File: src/hdl/brs_pkg.sv
// ----------------------------------------------------------------------------
// brs_pkg: shared types and constants for the block request splitter
// Opcodes, result codes, queue descriptor, geometry and a helper function.
// ----------------------------------------------------------------------------
package brs_pkg;

  localparam int SPP_LOG2       = 3;   // 8 sectors per 4 KiB page
  localparam int SPP_M1         = (1 << SPP_LOG2) - 1;
  localparam int MAX_PIECES     = 64;
  localparam int PIECE_CNT_W    = 7;   // holds 1..MAX_PIECES
  localparam int MAX_SLOTS_LOG2 = 5;   // 32 page slots per piece at most

  localparam int CFG_IDX_W  = 2;
  localparam int CFG_DATA_W = 3;
  localparam logic [CFG_IDX_W-1:0] CFG_IDX_PAGES = 2'd0;
  localparam logic [CFG_IDX_W-1:0] CFG_IDX_UNITS = 2'd1;

  localparam int QUEUE_DEPTH = 2;      // power of two, pointers wrap naturally
  localparam int QPTR_W      = 1;
  localparam int QCNT_W      = QPTR_W + 1;

  typedef enum logic [1:0] {
    OP_READ    = 2'd0,
    OP_WRITE   = 2'd1,
    OP_TRIM    = 2'd2,
    OP_INVALID = 2'd3
  } opcode_t;

  typedef enum logic [1:0] {
    ST_OK       = 2'd0,
    ST_TOO_MANY = 2'd1,
    ST_BAD_OP   = 2'd2
  } status_t;

  typedef enum logic [1:0] {
    PK_READ     = 2'd0,
    PK_WRITE    = 2'd1,
    PK_RMW_READ = 2'd2,
    PK_TRIM     = 2'd3
  } piece_kind_t;

  typedef enum logic [2:0] {
    MD_READ,
    MD_WRITE,
    MD_TRIM,
    MD_ERR_PIECES,
    MD_ERR_OP
  } mode_t;

  typedef enum logic {
    BK_IDLE,
    BK_RUN
  } back_state_t;

  // effective geometry after limiting
  typedef struct packed {
    logic [2:0] lp;   // log2 pages per mapping unit
    logic [2:0] lm;   // log2 mapping units per I/O unit
  } geom_t;

  // classified request, front to back
  typedef struct packed {
    mode_t                  mode;
    geom_t                  geom;
    logic [PIECE_CNT_W-1:0] n_pieces;
    logic [28:0]            pg_first;
    logic [29:0]            pg_end;
    logic [31:0]            unit;      // first unit (trim: first fully covered)
    logic [15:0]            trim_len;
  } desc_t;

  typedef struct packed {
    status_t     status;
    piece_kind_t kind;
    logic [31:0] first_lpa;
    logic [15:0] unit_count;
    logic [4:0]  page_offset;
    logic [31:0] page_mask;
    logic [10:0] first_buffer_index;
    logic        last_piece;
  } piece_t;

  // low k bits set, k in 0..32
  function automatic logic [31:0] thermo(input logic [5:0] k);
    logic [32:0] t;
    t = (33'd1 << k) - 33'd1;
    return t[31:0];
  endfunction

endpackage

File: src/hdl/brs_in_if.sv
// ----------------------------------------------------------------------------
// brs_in_if: host request channel
// Valid/ready channel carrying one block request per item.
// ----------------------------------------------------------------------------
interface brs_in_if;
  logic        valid;
  logic        ready;
  logic [1:0]  opcode;
  logic [31:0] offset_sectors;
  logic [15:0] size_sectors;

  modport source (output valid, opcode, offset_sectors, size_sectors, input ready);
  modport sink   (input valid, opcode, offset_sectors, size_sectors, output ready);
endinterface

File: src/hdl/brs_out_if.sv
// ----------------------------------------------------------------------------
// brs_out_if: piece result channel
// Valid/ready channel carrying one translation piece per item.
// ----------------------------------------------------------------------------
interface brs_out_if;
  logic        valid;
  logic        ready;
  logic [1:0]  status;
  logic [1:0]  piece_kind;
  logic [31:0] first_lpa;
  logic [15:0] unit_count;
  logic [4:0]  page_offset;
  logic [31:0] page_mask;
  logic [10:0] first_buffer_index;
  logic        last_piece;

  modport source (output valid, status, piece_kind, first_lpa, unit_count, page_offset,
                  page_mask, first_buffer_index, last_piece, input ready);
  modport sink   (input valid, status, piece_kind, first_lpa, unit_count, page_offset,
                  page_mask, first_buffer_index, last_piece, output ready);
endinterface

File: src/hdl/brs_cfg_if.sv
// ----------------------------------------------------------------------------
// brs_cfg_if: configuration write channel
// Valid/ready channel carrying a register index and write data.
// ----------------------------------------------------------------------------
interface brs_cfg_if;
  logic       valid;
  logic       ready;
  logic [1:0] index;
  logic [2:0] data;

  modport source (output valid, index, data, input ready);
  modport sink   (input valid, index, data, output ready);
endinterface

File: src/hdl/brs_front.sv
// ----------------------------------------------------------------------------
// brs_front: request intake and classification
// Registers one request, computes page/unit bounds and piece count, and
// pushes a descriptor into the queue.
// ----------------------------------------------------------------------------
module brs_front (
  input  logic          clk,
  input  logic          rst_n,
  brs_in_if.sink        in_ch,
  input  brs_pkg::geom_t geom,
  input  logic          q_full,
  output logic          q_push,
  output brs_pkg::desc_t q_data
);
  import brs_pkg::*;

  logic        vld_r, vld_nxt;
  opcode_t     op_r;
  logic [31:0] off_r;
  logic [15:0] size_r;
  geom_t       geom_r;

  logic        drop, free_slot, accept;
  logic [3:0]  sh;
  logic [9:0]  mus;
  logic [8:0]  mus_m1;
  logic [32:0] end_s;
  logic [32:0] s_unit, e_unit;
  logic [28:0] pg_first;
  logic [29:0] pg_end;
  logic [29:0] n_rd;
  logic [31:0] s_mu, e_mu, du;
  logic [5:0]  io_m1;
  logic [32:0] n_wr;

  // zero-length read or write produces nothing
  assign drop = vld_r && (size_r == 16'd0) && ((op_r == OP_READ) || (op_r == OP_WRITE));
  assign free_slot = !vld_r || drop || !q_full;
  assign accept = in_ch.valid && free_slot;
  assign in_ch.ready = free_slot;
  assign q_push = vld_r && !drop && !q_full;
  assign vld_nxt = free_slot ? accept : vld_r;

  always_ff @(posedge clk) begin
    if (!rst_n) begin
      vld_r <= 1'b0;
    end else begin
      vld_r <= vld_nxt;
    end
  end

  always_ff @(posedge clk) begin
    if (accept) begin
      op_r   <= opcode_t'(in_ch.opcode);
      off_r  <= in_ch.offset_sectors;
      size_r <= in_ch.size_sectors;
      geom_r <= geom;
    end
  end

  always_comb begin
    sh       = 4'(SPP_LOG2) + {1'b0, geom_r.lp};
    mus      = 10'd1 << sh;
    mus_m1   = 9'(mus - 10'd1);
    end_s    = {1'b0, off_r} + {17'b0, size_r};
    // trim: round start up and end down to unit boundaries
    s_unit   = ({1'b0, off_r} + {24'b0, mus_m1}) >> sh;
    e_unit   = end_s >> sh;
    // read: touched page range
    pg_first = 29'(off_r >> SPP_LOG2);
    pg_end   = 30'((end_s + 33'(SPP_M1)) >> SPP_LOG2);
    n_rd     = pg_end - {1'b0, pg_first};
    // write: widened unit range, cut into I/O units
    s_mu     = off_r >> sh;
    e_mu     = 32'((end_s + {24'b0, mus_m1}) >> sh);
    du       = e_mu - s_mu;
    io_m1    = 6'((7'd1 << geom_r.lm) - 7'd1);
    n_wr     = ({1'b0, du} + {27'b0, io_m1}) >> geom_r.lm;
  end

  always_comb begin
    q_data          = '0;
    q_data.geom     = geom_r;
    q_data.pg_first = pg_first;
    q_data.pg_end   = pg_end;
    q_data.n_pieces = PIECE_CNT_W'(1);
    unique case (op_r)
      OP_READ: begin
        if (n_rd > 30'(MAX_PIECES)) begin
          q_data.mode = MD_ERR_PIECES;
        end else begin
          q_data.mode     = MD_READ;
          q_data.n_pieces = PIECE_CNT_W'(n_rd);
        end
      end
      OP_WRITE: begin
        q_data.unit = s_mu;
        if (n_wr > 33'(MAX_PIECES)) begin
          q_data.mode = MD_ERR_PIECES;
        end else begin
          q_data.mode     = MD_WRITE;
          q_data.n_pieces = PIECE_CNT_W'(n_wr);
        end
      end
      OP_TRIM: begin
        q_data.mode     = MD_TRIM;
        q_data.unit     = 32'(s_unit);
        q_data.trim_len = (e_unit > s_unit) ? 16'(e_unit - s_unit) : 16'd0;
      end
      default: begin
        q_data.mode = MD_ERR_OP;
      end
    endcase
  end

endmodule

File: src/hdl/brs_queue.sv
// ----------------------------------------------------------------------------
// brs_queue: descriptor queue between front and back
// Small register FIFO; push when not full, pop when not empty.
// ----------------------------------------------------------------------------
module brs_queue (
  input  logic           clk,
  input  logic           rst_n,
  input  logic           push,
  input  brs_pkg::desc_t push_data,
  output logic           full,
  input  logic           pop,
  output logic           pop_valid,
  output brs_pkg::desc_t pop_data
);
  import brs_pkg::*;

  desc_t             mem_r [QUEUE_DEPTH];
  logic [QPTR_W-1:0] wr_ptr_r, wr_ptr_nxt;
  logic [QPTR_W-1:0] rd_ptr_r, rd_ptr_nxt;
  logic [QCNT_W-1:0] cnt_r, cnt_nxt;
  logic              do_push, do_pop;

  assign full      = (cnt_r == QCNT_W'(QUEUE_DEPTH));
  assign pop_valid = (cnt_r != '0);
  assign pop_data  = mem_r[rd_ptr_r];
  assign do_push   = push && !full;
  assign do_pop    = pop && pop_valid;

  always_comb begin
    wr_ptr_nxt = do_push ? wr_ptr_r + QPTR_W'(1) : wr_ptr_r;
    rd_ptr_nxt = do_pop ? rd_ptr_r + QPTR_W'(1) : rd_ptr_r;
    cnt_nxt    = cnt_r + QCNT_W'(do_push) - QCNT_W'(do_pop);
  end

  always_ff @(posedge clk) begin
    if (!rst_n) begin
      wr_ptr_r <= '0;
      rd_ptr_r <= '0;
      cnt_r    <= '0;
    end else begin
      wr_ptr_r <= wr_ptr_nxt;
      rd_ptr_r <= rd_ptr_nxt;
      cnt_r    <= cnt_nxt;
    end
  end

  always_ff @(posedge clk) begin
    if (do_push) begin
      mem_r[wr_ptr_r] <= push_data;
    end
  end

endmodule

File: src/hdl/brs_back.sv
// ----------------------------------------------------------------------------
// brs_back: piece generator
// Walks a descriptor into the output register, one piece per unstalled cycle.
// ----------------------------------------------------------------------------
module brs_back (
  input  logic           clk,
  input  logic           rst_n,
  input  logic           q_valid,
  input  brs_pkg::desc_t q_data,
  output logic           q_pop,
  brs_out_if.source      out_ch
);
  import brs_pkg::*;

  back_state_t            state_r, state_nxt;
  desc_t                  desc_r;
  logic [PIECE_CNT_W-1:0] idx_r;
  logic [30:0]            cur_r;     // page (read) or unit base page (write)
  logic [31:0]            unit_r;
  logic                   out_vld_r;
  piece_t                 piece_r, piece;

  logic        emit, last;
  logic [2:0]  slog;
  logic [5:0]  slots;
  logic [30:0] pgs, pge, lo_full, hi_full;
  logic [5:0]  lo, hi;
  logic [31:0] wr_mask;
  logic        hole;
  logic [4:0]  ofs_mask, rd_ofs;
  logic [15:0] io_units;

  assign last = (idx_r == desc_r.n_pieces - PIECE_CNT_W'(1));

  always_comb begin
    slog     = desc_r.geom.lp + desc_r.geom.lm;
    slots    = 6'd1 << slog;
    io_units = 16'd1 << desc_r.geom.lm;
    pgs      = {2'b0, desc_r.pg_first};
    pge      = {1'b0, desc_r.pg_end};
    lo_full  = (pgs > cur_r) ? pgs - cur_r : '0;
    hi_full  = (pge > cur_r) ? pge - cur_r : '0;
    lo       = (lo_full > {25'b0, slots}) ? slots : lo_full[5:0];
    hi       = (hi_full > {25'b0, slots}) ? slots : hi_full[5:0];
    wr_mask  = thermo(hi) & ~thermo(lo);
    hole     = (wr_mask != thermo(slots));
    ofs_mask = 5'((6'd1 << desc_r.geom.lp) - 6'd1);
    rd_ofs   = cur_r[4:0] & ofs_mask;
  end

  always_comb begin
    piece            = '0;
    piece.last_piece = last;
    unique case (desc_r.mode)
      MD_READ: begin
        piece.kind               = PK_READ;
        piece.first_lpa          = 32'(cur_r >> desc_r.geom.lp);
        piece.unit_count         = 16'd1;
        piece.page_offset        = rd_ofs;
        piece.page_mask          = 32'd1 << rd_ofs;
        piece.first_buffer_index = 11'(idx_r);
      end
      MD_WRITE: begin
        piece.kind               = hole ? PK_RMW_READ : PK_WRITE;
        piece.first_lpa          = unit_r;
        piece.unit_count         = io_units;
        piece.page_mask          = wr_mask;
        piece.first_buffer_index = (cur_r > pgs) ? 11'(cur_r - pgs) : 11'd0;
      end
      MD_TRIM: begin
        piece.kind       = PK_TRIM;
        piece.first_lpa  = desc_r.unit;
        piece.unit_count = desc_r.trim_len;
      end
      MD_ERR_PIECES: begin
        piece.status = ST_TOO_MANY;
      end
      MD_ERR_OP: begin
        piece.status = ST_BAD_OP;
      end
      default: begin
        piece.status = ST_BAD_OP;
      end
    endcase
  end

  always_comb begin
    state_nxt = state_r;
    q_pop     = 1'b0;
    emit      = 1'b0;
    unique case (state_r)
      BK_IDLE: begin
        if (q_valid) begin
          q_pop     = 1'b1;
          state_nxt = BK_RUN;
        end
      end
      BK_RUN: begin
        if (!out_vld_r || out_ch.ready) begin
          emit = 1'b1;
          if (last) begin
            state_nxt = BK_IDLE;
          end
        end
      end
      default: begin
        state_nxt = BK_IDLE;
      end
    endcase
  end

  always_ff @(posedge clk) begin
    if (!rst_n) begin
      state_r   <= BK_IDLE;
      out_vld_r <= 1'b0;
    end else begin
      state_r <= state_nxt;
      if (emit) begin
        out_vld_r <= 1'b1;
      end else if (out_ch.ready) begin
        out_vld_r <= 1'b0;
      end
    end
  end

  always_ff @(posedge clk) begin
    if (q_pop) begin
      desc_r <= q_data;
      idx_r  <= '0;
      unit_r <= q_data.unit;
      if (q_data.mode == MD_WRITE) begin
        cur_r <= 31'(q_data.unit << q_data.geom.lp);
      end else begin
        cur_r <= {2'b0, q_data.pg_first};
      end
    end else if (emit) begin
      idx_r  <= idx_r + PIECE_CNT_W'(1);
      unit_r <= unit_r + {16'b0, io_units};
      if (desc_r.mode == MD_WRITE) begin
        cur_r <= cur_r + {25'b0, slots};
      end else begin
        cur_r <= cur_r + 31'd1;
      end
    end
    if (emit) begin
      piece_r <= piece;
    end
  end

  assign out_ch.valid              = out_vld_r;
  assign out_ch.status             = piece_r.status;
  assign out_ch.piece_kind         = piece_r.kind;
  assign out_ch.first_lpa          = piece_r.first_lpa;
  assign out_ch.unit_count         = piece_r.unit_count;
  assign out_ch.page_offset        = piece_r.page_offset;
  assign out_ch.page_mask          = piece_r.page_mask;
  assign out_ch.first_buffer_index = piece_r.first_buffer_index;
  assign out_ch.last_piece         = piece_r.last_piece;

endmodule

File: src/hdl/block_request_splitter_top.sv
// ----------------------------------------------------------------------------
// block_request_splitter_top: host block request to flash piece splitter
// Path: intake register, queue, piece generator load, output register.
// Throughput: one piece per cycle while the output is not stalled; a request
//   holds the piece generator until its last piece is emitted. Zero-length
//   reads and writes give no item.
// Reset: synchronous, active low; clears the queue, handshakes and both
//   geometry registers (one page per unit, one unit per I/O unit).
// ----------------------------------------------------------------------------
module block_request_splitter_top (
  input  logic      clk,
  input  logic      rst_n,
  brs_in_if.sink    in_ch,
  brs_out_if.source out_ch,
  brs_cfg_if.sink   cfg_ch
);
  import brs_pkg::*;

  // Geometry registers, as written by the host.
  logic [CFG_DATA_W-1:0] pages_log_r;
  logic [CFG_DATA_W-1:0] units_log_r;

  // Effective geometry: a piece never spans more than 32 page slots, so the
  // page shift is capped first and the unit shift takes what is left.
  geom_t      geom;
  logic [2:0] lm_lim;

  logic  q_push, q_full, q_pop, q_valid;
  desc_t q_in, q_out;

  // Config writes are always taken; unknown indexes are ignored.
  assign cfg_ch.ready = 1'b1;

  always_ff @(posedge clk) begin
    if (!rst_n) begin
      pages_log_r <= '0;
      units_log_r <= '0;
    end else if (cfg_ch.valid) begin
      case (cfg_ch.index)
        CFG_IDX_PAGES: pages_log_r <= cfg_ch.data;
        CFG_IDX_UNITS: units_log_r <= cfg_ch.data;
        default: ;
      endcase
    end
  end

  always_comb begin
    geom.lp = (pages_log_r > 3'(MAX_SLOTS_LOG2)) ? 3'(MAX_SLOTS_LOG2) : pages_log_r;
    lm_lim  = 3'(MAX_SLOTS_LOG2) - geom.lp;
    geom.lm = (units_log_r > lm_lim) ? lm_lim : units_log_r;
  end

  // Front: takes a request, classifies it and sizes the piece run.
  brs_front u_front (
    .clk    (clk),
    .rst_n  (rst_n),
    .in_ch  (in_ch),
    .geom   (geom),
    .q_full (q_full),
    .q_push (q_push),
    .q_data (q_in)
  );

  // Queue decouples intake from piece generation.
  brs_queue u_queue (
    .clk       (clk),
    .rst_n     (rst_n),
    .push      (q_push),
    .push_data (q_in),
    .full      (q_full),
    .pop       (q_pop),
    .pop_valid (q_valid),
    .pop_data  (q_out)
  );

  // Back: emits pieces one per cycle unless stalled, via the output register.
  brs_back u_back (
    .clk     (clk),
    .rst_n   (rst_n),
    .q_valid (q_valid),
    .q_data  (q_out),
    .q_pop   (q_pop),
    .out_ch  (out_ch)
  );

endmodule
File: src/flat_wrapper.sv
// flat-port wrapper written by rule: the top's interface ports become plain ports
module block_request_splitter_top_flat import brs_pkg::*;
  (clk, rst_n, in_ch_valid, in_ch_opcode, in_ch_offset_sectors, in_ch_size_sectors, in_ch_ready, out_ch_valid, out_ch_status, out_ch_piece_kind, out_ch_first_lpa, out_ch_unit_count, out_ch_page_offset, out_ch_page_mask, out_ch_first_buffer_index, out_ch_last_piece, out_ch_ready, cfg_ch_valid, cfg_ch_index, cfg_ch_data, cfg_ch_ready);
  brs_in_if in_ch_i ();
  brs_out_if out_ch_i ();
  brs_cfg_if cfg_ch_i ();
  input  logic clk;
  input  logic rst_n;
  input wire logic [$bits(in_ch_i.valid)-1:0] in_ch_valid;
  input wire logic [$bits(in_ch_i.opcode)-1:0] in_ch_opcode;
  input wire logic [$bits(in_ch_i.offset_sectors)-1:0] in_ch_offset_sectors;
  input wire logic [$bits(in_ch_i.size_sectors)-1:0] in_ch_size_sectors;
  output wire logic [$bits(in_ch_i.ready)-1:0] in_ch_ready;
  output wire logic [$bits(out_ch_i.valid)-1:0] out_ch_valid;
  output wire logic [$bits(out_ch_i.status)-1:0] out_ch_status;
  output wire logic [$bits(out_ch_i.piece_kind)-1:0] out_ch_piece_kind;
  output wire logic [$bits(out_ch_i.first_lpa)-1:0] out_ch_first_lpa;
  output wire logic [$bits(out_ch_i.unit_count)-1:0] out_ch_unit_count;
  output wire logic [$bits(out_ch_i.page_offset)-1:0] out_ch_page_offset;
  output wire logic [$bits(out_ch_i.page_mask)-1:0] out_ch_page_mask;
  output wire logic [$bits(out_ch_i.first_buffer_index)-1:0] out_ch_first_buffer_index;
  output wire logic [$bits(out_ch_i.last_piece)-1:0] out_ch_last_piece;
  input wire logic [$bits(out_ch_i.ready)-1:0] out_ch_ready;
  input wire logic [$bits(cfg_ch_i.valid)-1:0] cfg_ch_valid;
  input wire logic [$bits(cfg_ch_i.index)-1:0] cfg_ch_index;
  input wire logic [$bits(cfg_ch_i.data)-1:0] cfg_ch_data;
  output wire logic [$bits(cfg_ch_i.ready)-1:0] cfg_ch_ready;
  assign in_ch_i.valid = in_ch_valid;
  assign in_ch_i.opcode = in_ch_opcode;
  assign in_ch_i.offset_sectors = in_ch_offset_sectors;
  assign in_ch_i.size_sectors = in_ch_size_sectors;
  assign in_ch_ready = in_ch_i.ready;
  assign out_ch_valid = out_ch_i.valid;
  assign out_ch_status = out_ch_i.status;
  assign out_ch_piece_kind = out_ch_i.piece_kind;
  assign out_ch_first_lpa = out_ch_i.first_lpa;
  assign out_ch_unit_count = out_ch_i.unit_count;
  assign out_ch_page_offset = out_ch_i.page_offset;
  assign out_ch_page_mask = out_ch_i.page_mask;
  assign out_ch_first_buffer_index = out_ch_i.first_buffer_index;
  assign out_ch_last_piece = out_ch_i.last_piece;
  assign out_ch_i.ready = out_ch_ready;
  assign cfg_ch_i.valid = cfg_ch_valid;
  assign cfg_ch_i.index = cfg_ch_index;
  assign cfg_ch_i.data = cfg_ch_data;
  assign cfg_ch_ready = cfg_ch_i.ready;
  block_request_splitter_top u_core (.clk(clk), .rst_n(rst_n), .in_ch(in_ch_i), .out_ch(out_ch_i), .cfg_ch(cfg_ch_i));
endmodule
File: config.mk
export PLATFORM = sky130hd
export DESIGN_NAME = block_request_splitter_top_flat
export DESIGN_NICKNAME = d
export VERILOG_FILES = /design/src/hdl/brs_pkg.sv /design/src/hdl/brs_in_if.sv /design/src/hdl/brs_out_if.sv /design/src/hdl/brs_cfg_if.sv /design/src/hdl/brs_front.sv /design/src/hdl/brs_queue.sv /design/src/hdl/brs_back.sv /design/src/hdl/block_request_splitter_top.sv /design/src/flat_wrapper.sv
export SDC_FILE = /design/constraint.sdc
export NUM_CORES = 2
export LEC_CHECK = 0
export BUFFER_PORTS_ARGS = -buffer_cell sky130_fd_sc_hd__buf_2
export CAP_MARGIN = 5
export CORE_ASPECT_RATIO = 1.75
export CORE_UTILIZATION = 55
export DETAILED_ROUTE_END_ITERATION = 16
export PLACE_DENSITY = 0.72
export SYNTH_ARGS = -nofsm -noshare
export SYNTH_HDL_FRONTEND = slang
export SYNTH_HIERARCHICAL = 1
export SYNTH_SLANG_ARGS = --single-unit
File: constraint.sdc
create_clock -name clk -period 16.4 [get_ports clk]
set_clock_uncertainty 0.2 [all_clocks]
set_input_delay 2.46 -clock clk [delete_from_list [all_inputs] [get_ports clk]]
set_output_delay 2.46 -clock clk [all_outputs]
set_load 0.01 [all_outputs]
==> summary.md <==
| Metric | Value |
|---|---|
| TritonCTS Buffers | `56` |
| RSZ-0062 raised after global routing | `false` |
| EDFF count, synth | `between 500 and 600` |
| Cell taking the most area after synthesis | `edfxtp_1` |
| Worst EP required | `16.64 ns` |
| Worst Hold Class | `reg2reg` |
| Layout cell share with drive strength beyond 1 | `12.8%` |
| Post-synthesis compound-gate area fraction | `19.7%` |
| Tcrit/Tclk final | `a little over two thirds` |
| Post-synthesis sequential area ratio | `roughly 36%` |
| GP Congestion | `approximately 1.2` |
| Post-Synth Simple-Gate Area | `between 10% and 20%` |
| Adder-Cell Fraction of Synth Area | `6.42%` |
| Core area | `between 80000 and 90000 um^2` |
| Mapped Cells | `approximately 5300` |
| Root buffer cell | `clkbuf_16` |
| Max incr delay on CP | `1.07 ns` |
| Critical Path Source Type | `register` |
| Post-CTS sizing | `0` |
| First-pass GRT wire length | `313000 um` |
| Final global-route overflow total | `0` |
| Most used DFF post-synth | `edfxtp_1` |
| ANT nets after route | `0` |
| Netlist cell types | `around 140` |
| Initial Utilization | `~56%` |
| H-tree depth | `2` |
| Fin util | `a little under 60%` |
| Setup violators final | `0` |
| Proportion of synthesized area in mux cells | `around a tenth` |
| FP Rows | `between 100 and 150` |
| Max-slew violations | `0` |
| Setup Buffers After CTS | `0` |
| Run status | `finished, final reports clean` |
| Via density | `around 7` |
| Fin crit period | `11.37 ns` |
| Largest net degree at the start of global routing | `about 160` |
| Initial antenna violation count | `18` |
| Critical path class | `reg2reg` |
| Setup TNS | `0 ns` |
| Setup WS post-layout | `5.03 ns` |
| TritonCTS clock tree | `done` |
| Most frequent cells in the layout | `589 x edfxtp_1, 507 x nand2_1, 445 x nor2_1` |
| Fin. Hold Viols | `0` |
| Nets | `5619` |
| Syn. warnings | `6` |
| Syn_area_per_cell | `between 9 and 10 um^2` |
| Largest cells by area after synthesis | `edfxtp_1 36%, ha_1 6.0%, mux2i_1 4.4%` |
| Synth top area share | `a little over a third` |
| Wire per inst | `33.4 um` |
| Headroom to the max-slew limit | `around 2.4%` |
| Iter 0 DRT Violations | `~5600` |
| Xor and xnor area share after synthesis | `4.68%` |
| CTS clk-pin slew, worst paths | `~0.07 ns` |
| Die width | `between 200 and 250 um` |
| Vias in the first global route | `approximately 45000` |
| Place WS | `~5.7 ns` |
| CP Max Fanout | `23` |
| Routed WL | `~220000 um` |
| Critical path's slowest cell | `o41ai_2` |
| IO Port Bufs | `between 150 and 200` |
| Clock sink count | `between 600 and 700` |
| Die ar. | `91800 um^2` |
| Worst EP arrival | `11.62 ns` |
| I/O pin count | `approximately 160` |
| Kind of end point of the critical path | `register` |
| Die Y | `~400 um` |
| Fmax achieved | `87.9 MHz` |
| Combinational family with the most area after synthesis | `compound AO/OA/AOI/OAI gates` |
| Most common cell after layout, fill and taps aside | `edfxtp_1` |
| Synth-to-Final Area Change | `7.09%` |
| Clk Latency, worst-skew pair | `about 0.70 ns` |
| Hpwl dp | `around 160000 um` |
| Vias | `between 40000 and 50000` |
| TritonRoute pass-1 iters | `8` |
| Bufs on Longest Clock Path | `3` |
| #FFs+latches synth | `approximately 600` |
| Ys async rst share | `0%` |
| Hold slack | `between 0.3 and 0.4 ns` |
| Worst-Margin Slew | `1.46 ns` |
| Max_cap viols | `0` |
| Residual DRC count | `0` |
| Mapped cell area | `49800 um^2` |
| Total track usage | `between 40% and 50%` |
| Hold Buf Count CTS | `0` |
## through the flow
stage	instances	area [um^2]
global route	6535	53300
finish	6542	53300
global placement	6422	51200
detailed placement	6422	51200
CTS	6527	53200
floorplan	5324	49800
## worst paths after layout
check / from / endpoint / slack, ns / cells after the start
worst max-delay path: u_core/u_back/cur_r[6] / u_core/u_back/out_ch.piece_kind[1] / 5.03 / 31
worst max register to register: u_core/u_back/cur_r[6] / u_core/u_back/out_ch.piece_kind[1] / 5.03 / 31
worst min-delay path: u_core/u_back/desc_r[4] / u_core/u_back/out_ch.unit_count[4] / 0.32 / 1
worst min register to register: u_core/u_back/desc_r[4] / u_core/u_back/out_ch.unit_count[4] / 0.32 / 1
## Yosys cell counts, drive strengths merged (23+ instances only)
cell type	n
nor2b	54
nand2b	54
and3	44
mux4	42
xnor2	185
a211oi	78
a31oi	31
buf	119
or4	24
a22oi	39
nor3	118
o21bai	29
mux2	169
inv	208
o21ai	395
o211ai	93
edfxtp	589
a211o	23
o22ai	77
a21oi	357
or3	42
and4	29
o31ai	31
nor4	52
ha	238
o21a	45
nand4	79
and2	70
clkbuf	201
a21o	78
xor2	77
mux2i	217
nand3	117
nor2	448
nand2	508
## registers in the layout (all words and copies together), names as in the netlist, 31 cells and up, named ones only
register / count
u_core/u_front/off_r: 32
u_core/u_queue/mem_r: 246
u_core/u_back/out_ch.first_lpa: 32
u_core/u_back/out_ch.page_mask: 32
u_core/u_back/cur_r: 31
u_core/u_back/desc_r: 123
u_core/u_back/unit_r: 32
## kinds of logic (layout without fill, tap and decap cells)
family / count (synthesis) / count (layout)
flip-flops: 610 / 610
buffers and inverters: 533 / 566
AND/OR/NAND/NOR: 1739 / 1739
XOR/XNOR: 263 / 263
multiplexers: 428 / 428
AO/OA/AOI/OAI: 1497 / 1497
adder cells (fa/ha/maj): 249 / 249
other: 3 / 14
## critical path, delay by kind of cell (launching register included)
family                   cells  cell delay [ns]
buffers and inverters        3             0.94
AND/OR/NAND/NOR             11             3.07
flip-flops                   1             0.59
AO/OA/AOI/OAI               13             4.67
multiplexers                 1             0.44
adder cells (fa/ha/maj)      3             1.13
## per-layer routing
| layer | vias up | share of wire (%) | global-route usage (%) |
|---|---|---|---|
| met4 | 18 | 14 | 52.8 |
| met1 | 21900 | 29 | 43.3 |
| met2 | 3051 | 47 | 79.1 |
| li1 | 20000 | - | - |
| met3 | 1333 | 9.5 | 15.2 |
| met5 | - | 0.057 | 0.106 |
## cell type report
type                       instances  area, um^2
multi-input combinational       4181       29500
clock inverter                    35         508
clock buffer                      70        1450
sequential                       610       18100
antenna                            9        22.5
tap                             1176        1470
inverter                         213         807
timing repair buffer             248        1480
fill                            7629       36100
Power is not shown: default switching activity piles up to over one toggle a cycle in this logic, so the estimate is an artifact.
